[config.mk]
export PLATFORM = sky130hd
export DESIGN_NAME = smc_ctrl
export DESIGN_NICKNAME = d
export VERILOG_FILES = /design/src/rtl/core/smc_pkg.sv /design/src/rtl/core/smc_ctrl.sv
export SDC_FILE = /design/constraint.sdc
export NUM_CORES = 1
export LEC_CHECK = 0
export BUFFER_PORTS_ARGS = -buffer_cell sky130_fd_sc_hd__buf_2
export CORE_UTILIZATION = 51
export DETAILED_ROUTE_END_ITERATION = 10
export GPL_ROUTABILITY_DRIVEN = 0
export PLACE_DENSITY_LB_ADDON = 0.12
export REMOVE_ABC_BUFFERS = 1
export SLEW_MARGIN = 5
export SYNTH_ARGS = -nofsm -noshare
export SYNTH_HDL_FRONTEND = slang
export SYNTH_SLANG_ARGS = --single-unit
[constraint.sdc]
create_clock -name i_clk -period 2.98 [get_ports i_clk]
set_clock_uncertainty 0.05 [all_clocks]
set_input_delay 0.149 -clock i_clk [delete_from_list [all_inputs] [get_ports i_clk]]
set_output_delay 0.149 -clock i_clk [all_outputs]
set_load 0.005 [all_outputs]
[src/rtl/core/smc_pkg.sv]
`timescale 1ns / 1ps

package smc_pkg;

    // Sample and store geometry
    localparam int SAMPLE_W    = 24;
    localparam int ADDR_W      = 15;
    localparam int DELAY_WORDS = 1 << ADDR_W;
    localparam int MAX_VOICES  = 6;
    localparam int N_W         = 3;
    localparam int BEAT_W      = N_W + 1;

    // LFO and sine table
    localparam int PHASE_W      = 32;
    localparam int SINE_AW      = 10;
    localparam int SINE_ENTRIES = 1 << SINE_AW;
    localparam int SINE_W       = 16;
    localparam logic [PHASE_W-1:0] SIXTH_TURN = 32'd715827883;
    localparam longint unsigned HALF_PI_Q30  = 64'd1686629713;

    // Delay arithmetic, frames in Q16
    localparam int FRAC_W      = 16;
    localparam int DLY_W       = 28;
    localparam int CODE_W      = 8;
    localparam int CODES       = 1 << CODE_W;
    localparam longint unsigned MIND_BASE   = 64'd131072;
    localparam longint unsigned MIND_SCALE  = 64'd73433088;
    localparam longint unsigned DEPTH_SCALE = 64'd7225344;
    localparam longint unsigned CODE_DEN    = 64'd240;
    localparam int MOD_W = DLY_W + 1 + SINE_W;
    localparam int PROD_W = SAMPLE_W + 1 + FRAC_W + 1;

    // Mix and divide
    localparam int SUM_W = 28;
    localparam int DIV_W = 32;
    localparam int DEN_W = 7;
    localparam int CNT_W = $clog2(DIV_W);

    localparam int CFG_IDX_W  = 3;
    localparam int CFG_DATA_W = 32;

    typedef enum logic [CFG_IDX_W-1:0] {
        CFG_MIN_DELAY   = 3'd0,
        CFG_DEPTH       = 3'd1,
        CFG_PHASE_STEP  = 3'd2,
        CFG_TAP_COUNT   = 3'd3,
        CFG_RIGHT_PHASE = 3'd4
    } t_cfg_idx;

    typedef logic signed [SINE_W-1:0] t_sine_tab [SINE_ENTRIES];
    typedef logic [DLY_W-1:0]         t_dly_tab  [CODES];

    typedef struct packed {
        logic           take_in;
        logic           upd_empty;
        logic           issue;
        logic [N_W-1:0] voice;
        logic           lane;
        logic           div_start;
        logic           wr_left;
        logic           wr_right;
        logic           load_out;
        logic           out_silent;
    } t_cmd;

    typedef struct packed {
        logic           present;
        logic           silent_hit;
        logic [N_W-1:0] n;
        logic           pipe_busy;
        logic           div_busy;
    } t_sts;

    function automatic t_dly_tab mind_table();
        t_dly_tab tab;
        longint unsigned v;
        for (int c = 0; c < CODES; c++) begin
            v = MIND_BASE + (MIND_SCALE * longint'(c)) / CODE_DEN;
            tab[c] = DLY_W'(v);
        end
        return tab;
    endfunction

    function automatic t_dly_tab depth_table();
        t_dly_tab tab;
        longint unsigned v;
        for (int c = 0; c < CODES; c++) begin
            v = (DEPTH_SCALE * longint'(c)) / CODE_DEN;
            tab[c] = DLY_W'(v);
        end
        return tab;
    endfunction

    // Quadrant folding plus an odd Taylor series in Q30, up to x^11.
    function automatic t_sine_tab sine_table();
        t_sine_tab tab;
        longint unsigned q, r, u, x, x2, term, pos, neg, s, val;
        logic signed [SINE_W-1:0] sv;
        for (int k = 0; k < SINE_ENTRIES; k++) begin
            q = (4 * longint'(k)) / SINE_ENTRIES;
            r = 4 * longint'(k) - q * SINE_ENTRIES;
            u = q[0] ? SINE_ENTRIES - r : r;
            x = (HALF_PI_Q30 * u) / SINE_ENTRIES;
            x2 = (x * x) >> 30;
            // series terms x^3/3!, x^5/5!, ... built term by term
            term = ((x * x2) >> 30) / 64'd6;
            neg = term;
            term = ((term * x2) >> 30) / 64'd20;
            pos = x + term;
            term = ((term * x2) >> 30) / 64'd42;
            neg = neg + term;
            term = ((term * x2) >> 30) / 64'd72;
            pos = pos + term;
            term = ((term * x2) >> 30) / 64'd110;
            neg = neg + term;
            s = (pos > neg) ? pos - neg : 0;
            val = (s * 32767 + (64'd1 << 29)) >> 30;
            if (val > 32767) begin
                val = 32767;
            end
            sv = SINE_W'(val);
            tab[k] = (q >= 2) ? -sv : sv;
        end
        return tab;
    endfunction

endpackage

[src/rtl/core/smc_ctrl.sv]
`timescale 1ns / 1ps

module smc_ctrl (
    input  logic            i_clk,
    input  logic            i_rst_n,
    input  logic            i_in_valid,
    output logic            o_in_ready,
    output logic            o_out_valid,
    input  logic            i_out_ready,
    input  smc_pkg::t_sts   i_sts,
    output smc_pkg::t_cmd   o_cmd
);

    typedef enum logic [3:0] {
        ST_IDLE,
        ST_CHECK,
        ST_ISSUE,
        ST_DRAIN,
        ST_DIV_GO,
        ST_DIV_WAIT,
        ST_WR_L,
        ST_WR_R,
        ST_FIN
    } t_state;

    t_state                         r_state;
    logic                           r_in_ready;
    logic                           r_out_valid;
    logic                           r_silent;
    logic [smc_pkg::BEAT_W-1:0]     r_beat;

    logic take_in, load_out, beat_last, go_silent;

    assign take_in   = i_in_valid && r_in_ready;
    assign load_out  = (r_state == ST_FIN) && (!r_out_valid || i_out_ready);
    assign beat_last = r_beat == smc_pkg::BEAT_W'({i_sts.n, 1'b0} - 1'b1);
    assign go_silent = !i_sts.present && i_sts.silent_hit;

    always_comb begin
        o_cmd            = '0;
        o_cmd.take_in    = take_in;
        o_cmd.upd_empty  = (r_state == ST_CHECK) && !go_silent;
        o_cmd.issue      = r_state == ST_ISSUE;
        o_cmd.voice      = r_beat[smc_pkg::BEAT_W-1:1];
        o_cmd.lane       = r_beat[0];
        o_cmd.div_start  = r_state == ST_DIV_GO;
        o_cmd.wr_left    = r_state == ST_WR_L;
        o_cmd.wr_right   = r_state == ST_WR_R;
        o_cmd.load_out   = load_out;
        o_cmd.out_silent = r_silent;
    end

    always_ff @(posedge i_clk) begin
        if (!i_rst_n) begin
            r_state     <= ST_IDLE;
            r_in_ready  <= 1'b1;
            r_out_valid <= 1'b0;
            r_silent    <= 1'b0;
            r_beat      <= '0;
        end else begin
            if (load_out) begin
                r_out_valid <= 1'b1;
            end else if (i_out_ready) begin
                r_out_valid <= 1'b0;
            end
            unique case (r_state)
                ST_IDLE: begin
                    if (take_in) begin
                        r_in_ready <= 1'b0;
                        r_state    <= ST_CHECK;
                    end
                end
                ST_CHECK: begin
                    r_silent <= go_silent;
                    r_beat   <= '0;
                    r_state  <= go_silent ? ST_FIN : ST_ISSUE;
                end
                ST_ISSUE: begin
                    if (beat_last) begin
                        r_state <= ST_DRAIN;
                    end else begin
                        r_beat <= r_beat + 1'b1;
                    end
                end
                ST_DRAIN: begin
                    if (!i_sts.pipe_busy) begin
                        r_state <= ST_DIV_GO;
                    end
                end
                ST_DIV_GO: r_state <= ST_DIV_WAIT;
                ST_DIV_WAIT: begin
                    if (!i_sts.div_busy) begin
                        r_state <= ST_WR_L;
                    end
                end
                ST_WR_L: r_state <= ST_WR_R;
                ST_WR_R: r_state <= ST_FIN;
                ST_FIN: begin
                    if (load_out) begin
                        r_in_ready <= 1'b1;
                        r_state    <= ST_IDLE;
                    end
                end
                default: r_state <= ST_IDLE;
            endcase
        end
    end

    assign o_in_ready  = r_in_ready;
    assign o_out_valid = r_out_valid;

endmodule

==> results.toml, run 1 <==
[floorplan]
fp-row-count = 13
io_pins = 25
initial_utilization = 0.553
die_w_um = 39.6
die-area_um2 = 1560
die_h_um = 39.6
core_area_um2 = 1300

[yosys]
yosys.cell_count.top_type = "dfxtp_1"
netlist_instances = 86
ys_warn_count = 0
netlist_top_cells_area = "dfxtp_1 (31%), nand3_1 (4.2%), nand2_1 (3.7%)"
synth_cell_types = 31
ys.flop_type = "dfxtp_1"
synth.cell_area_um2 = 719
synth_area_leader_cell = "dfxtp_1"
netlist.area_leader.share = 0.306
synth-seq-cells = 11
syn_area_per_cell_um2 = 8.37
synthTopCellsByCount = "dfxtp_1 (11), nand2_1 (7), inv_1 (6), nand3_1 (6), nor2_1 (6)"
ys_seq_area_frac = 0.306
async_flop_share = 0
synth_edf_count = 0

[clocking]
root_buffer = "clkbuf_4"
cts_tree = "done"
holdBufCountCts = 0
cts_inserted_buffers = 3
h-tree-depth = 1
cts.clk_slew.worst_paths_ns = 0.07
cts.sinks = 11
clk_latency_ns = 0.26
clock_path_buffers = 2
cts_setup_buffers = 0
post_cts_resized = 0

[grt]
antenna_found_initial = 0
grt_overflow = 0
grt_pass1_wl_um = 2150
first_global_vias = 524
grt_usage = 0.205
grt_max_degree = 13

[detailed_routing]
top_layer = "met4"
antenna_left = 0
drcViolationCount = 0
wl_met2_um = 685
num_vias = 668
drt_wl_total_um = 1420
met1_length_um = 669
routedWlPerCell_um = 11.6
drt-initial-drc-count = 5
via_per_inst = 5.48
drtPass1Iterations = 4
wl_met3_um = 51

[place]
portBuffers = 24
pre_cts_ws_ns = 1.23
dp_hpwl_um = 1060

[timing]
setup_ws_ns = 1.28
finalHoldViolCount = 0
maxSlewViolCount = 0
maxSlewHeadroom = 0.639
period_minus_slack_ns = 1.70
rsz0062_at_grt = "false"
tns_ns = 0
worstMarginPinSlew_ns = 0.535
clock.fmax_ghz = 0.588
fin_crit_sh = 0.571
finalSetupViolCount = 0

[setup_path]
critical_path_required_ns = 3.13
cp.arrival_ns = 1.85
critPathCaptureType = "register"
worstSetupPathType = "reg -> reg"
crit_path_max_fanout = 12
crit_chain = "nor4b_4 -> o41ai_2 -> or3_1 -> a21oi_1"
crit_path_top_delay_cell = "dfxtp_1"
start_kind = "register"
reg2reg_depth = 4
crit_path_max_incr_delay_ns = 0.52

[worst_hold_path]
hp-class = "in -> reg"
hold_depth = 2

[finish]
diodes = 0
area_delta_synth_final_pct = 16.7
final_nets = 121
layout-drive-gt1-share = 0.280
nFillCells = 123

[pwr]
p_comb_frac = 0.318
intPower_uw = 292
power.density_cell_area_nw_per_um2 = 539
power.share.clock = 0.227
p_sw_uw = 160
p_total_uw = 453
peakVddDrop_mv = 0.237
power_leakage_uw = 0.000385
power_frac_seq = 0.455
sw_frac_of_total = 0.354

[flow_run]
maxCapViolCount = 0

[status]
status = "finished, final reports clean"
==> kinds of logic after synthesis <==
family | Yosys count | share of synthesized area
xor+xnor | 3 | 0.0574
buf+inv | 13 | 0.0939
flops | 11 | 0.306
mux | 1 | 0.0139
fa+ha+maj | 2 | 0.0348
simple gates | 38 | 0.311
compound gates | 18 | 0.183
==> cells in the final DEF (no fill, tap or decap), types with 4 or more instances in the layout <==
cell type  count
a21oi_1        5
nand2_1        7
buf_2         24
o21ai_0        4
dfxtp_1       11
nand3_1        6
inv_1          6
nor2_1         6
==> critical path: cells and delay by family, from the launching register on <==
family | cells | cell delay (ns)
simple gates | 2 | 0.74
compound gates | 2 | 0.33
flops | 1 | 0.52
==> sequential cells by signal, indices dropped and copies added, names as in the netlist <==
register	cells
o_out_valid	1
r_beat	4
o_in_ready	1
r_silent	1
r_state	4
==> power by group through the flow <==
stage	Sequential (µW)	Combinational, µW	Clock (µW)
after floorplan	200	102	0
after global placement	209	142	0
after detailed placement	209	144	0
after CTS	205	145	106
after global routing	211	163	112
final	206	144	103
==> layout make-up <==
type                       instances  area, µm²  share of cell area
tap                               15       18.8              0.0224
clock buffer                       4       26.3              0.0313
inverter                           6       22.5              0.0268
multi-input combinational         62        432               0.514
sequential                        11        220               0.262
timing repair buffer              24        120               0.143
==> metal layers <==
metal / up-vias / global-route usage
met2: 17 / 0.320
met1: 310 / 0.258
met4: 0 / 0.103
met5: - / 0
met3: 2 / 0.0511
li1: 339 / -
==> per-stage QoR <==
step                hold WS (ns)  utilization  area [µm²]  instances
CTS                       0.0973        0.645         840        122
global placement           0.377        0.625         813        118
floorplan                  0.185            -         674         79
global route               0.112        0.645         840        122
detailed placement         0.372        0.625         813        118
finish                     0.104        0.645         840        122
==> final timing paths <==
path,startpoint,end,slack (ns)
setup / recovery,r_state[1],r_beat[3],1.28
hold reg to reg,r_beat[3],r_beat[3],0.45
hold / removal,i_rst_n,o_in_ready,0.10
setup reg to reg,r_state[1],r_beat[3],1.28
Power figures use the tool's default switching activity.
==> run 2, diff against run 1 <==
CORE_UTILIZATION = 43   (was 51)
clock period = 1.4 ns   (was 2.98 ns; I/O delays follow)
==> results.toml, run 2 (synthesis gave the netlist of run 1 again) <==
[status]
status = "finished, violations left"
violations = "negative setup slack"

[place]
placed_cells_incl_taps = 130
portBuffers = 24
dp_hpwl_um = 1250
pre_cts_ws_ns = -0.224

[finish]
layout_commonest_cell = "buf_2"
area_delta_synth_final_pct = 45.9
layoutNonFillerInstCount = 138
final_nets = 136
diodes = 0
layout-drive-gt1-share = 0.500
largestRegisters = "r_beat: 4 flops, r_state: 4 flops"
layout_common_cells = "buf_2 (23), buf_4 (14), dfxtp_1 (8)"

[pwr]
power_leakage_uw = 0.000491
peakVddDrop_mv = 0.749
power.density_cell_area_nw_per_um2 = 1130

[detailed_routing]
drt_wl_total_um = 1800
top_layer = "met4"
drtPass1Iterations = 4
num_vias = 726
via_per_inst = 5.26
drt-initial-drc-count = 13
wl_met3_um = 89
antenna_left = 0
drcViolationCount = 0
met1_length_um = 735
routedWlPerCell_um = 13.0
wl_met2_um = 928

[timing]
setup_ws_ns = -0.104
finalSetupViolCount = 3
tns_ns = -0.194
maxSlewHeadroom = 0.734
worstMarginPinSlew_ns = 0.396
clock.fmax_ghz = 0.665
finalHoldViolCount = 0
hold_ws_ns = 0.0246
maxSlewViolCount = 0
rsz0062_at_grt = "true"
period_minus_slack_ns = 1.50
fin_crit_sh = 1.07

[setup_path]
cp.arrival_ns = 1.65
crit_path_max_incr_delay_ns = 0.41
crit_path_max_fanout = 6
critPathCaptureType = "register"
crit_chain = "nor4b_4 -> o41ai_4 -> or3_1 -> a21oi_2"
crit_path_top_delay_cell = "or3_1"
worstSetupPathType = "reg -> reg"
critical_path_required_ns = 1.55
start_kind = "register"

[clocking]
root_buffer = "clkbuf_4"
cts_tree = "done"
cts.sinks = 11
h-tree-depth = 1
clk_latency_ns = 0.27
cts.clk_slew.worst_paths_ns = 0.07
clock_path_buffers = 2
holdBufCountCts = 0
cts_inserted_buffers = 3

[floorplan]
core_area_um2 = 1540
initial_utilization = 0.467
fp-row-count = 14
io_pins = 25
die-area_um2 = 1840
die_h_um = 42.9
die_w_um = 42.9

[worst_hold_path]
hp-class = "in -> reg"

[grt]
grt_overflow = 0
first_global_vias = 672
grt_pass1_wl_um = 2950
grt_usage = 0.221
antenna_found_initial = 0
grt_max_degree = 12

[flow_run]
maxCapViolCount = 0
-- run 2: cell types whose count changed in the layout (fill, tap and decap cells not counted), moves of 2 or more --
cell	previous run	this run
nor2_4	0	2
dfxtp_2	0	3
nor2b_1	3	1
buf_4	0	14
a21oi_1	5	2
buf_6	0	2
a21oi_2	0	3
dfxtp_1	11	8
nor2b_2	0	2
nor2_1	6	4
-- run 2: worst max-delay path, delay by kind of cell (launching register included) --
kind	cells	cell delay, ns
flip-flops	1	0.34
AO/OA/AOI/OAI	2	0.30
AND/OR/NAND/NOR	2	0.75
-- run 2: power breakdown --
part | total [µW] | switching, µW | internal, µW
Sequential | 392 | 35.2 | 356
Clock | 213 | 103 | 110
Combinational | 578 | 279 | 299
Total | 1180 | 418 | 765
-- run 2: path summary, 6_finish.rpt --
path	startpoint	to	slack, ns	cells after the start
max	r_state[2]	r_beat[3]	-0.10	4
min	i_rst_n	o_in_ready	0.02	2
max reg2reg	r_state[2]	r_beat[3]	-0.10	4
min reg2reg	o_in_ready	o_in_ready	0.45	2
-- run 2: timing repair --
item / CTS / global route
setup buffers: 3 / 3
setup endpoints to repair: 9 / 10
gates resized for setup: 12 / 11
pin swaps: 4 / 4
-- run 2: routing by layer --
layer / GRT usage / vias to the layer above
met3: 0.0723 / 6
met4: 0.106 / 0
met1: 0.239 / 327
met2: 0.382 / 22
li1: - / 371
met5: 0 / -
-- run 2: area by class of cell --
cell class                 instances  area, µm²
clock buffer                       4       26.3
sequential                        11        224
timing repair buffer              39        243
inverter                           6       22.5
multi-input combinational         62        514
tap                               16       20.0
fill                             132        492
-- run 2: through the flow --
| stage | total power [µW] | area, µm² | utilization |
|---|---|---|---|
| finish | 1180 | 1050 | 0.681 |
| global route | 1270 | 1050 | 0.681 |
| CTS | 1100 | 973 | 0.631 |
| detailed placement | 831 | 897 | 0.582 |
| global placement | 814 | 897 | 0.582 |
| floorplan | 644 | 674 | - |
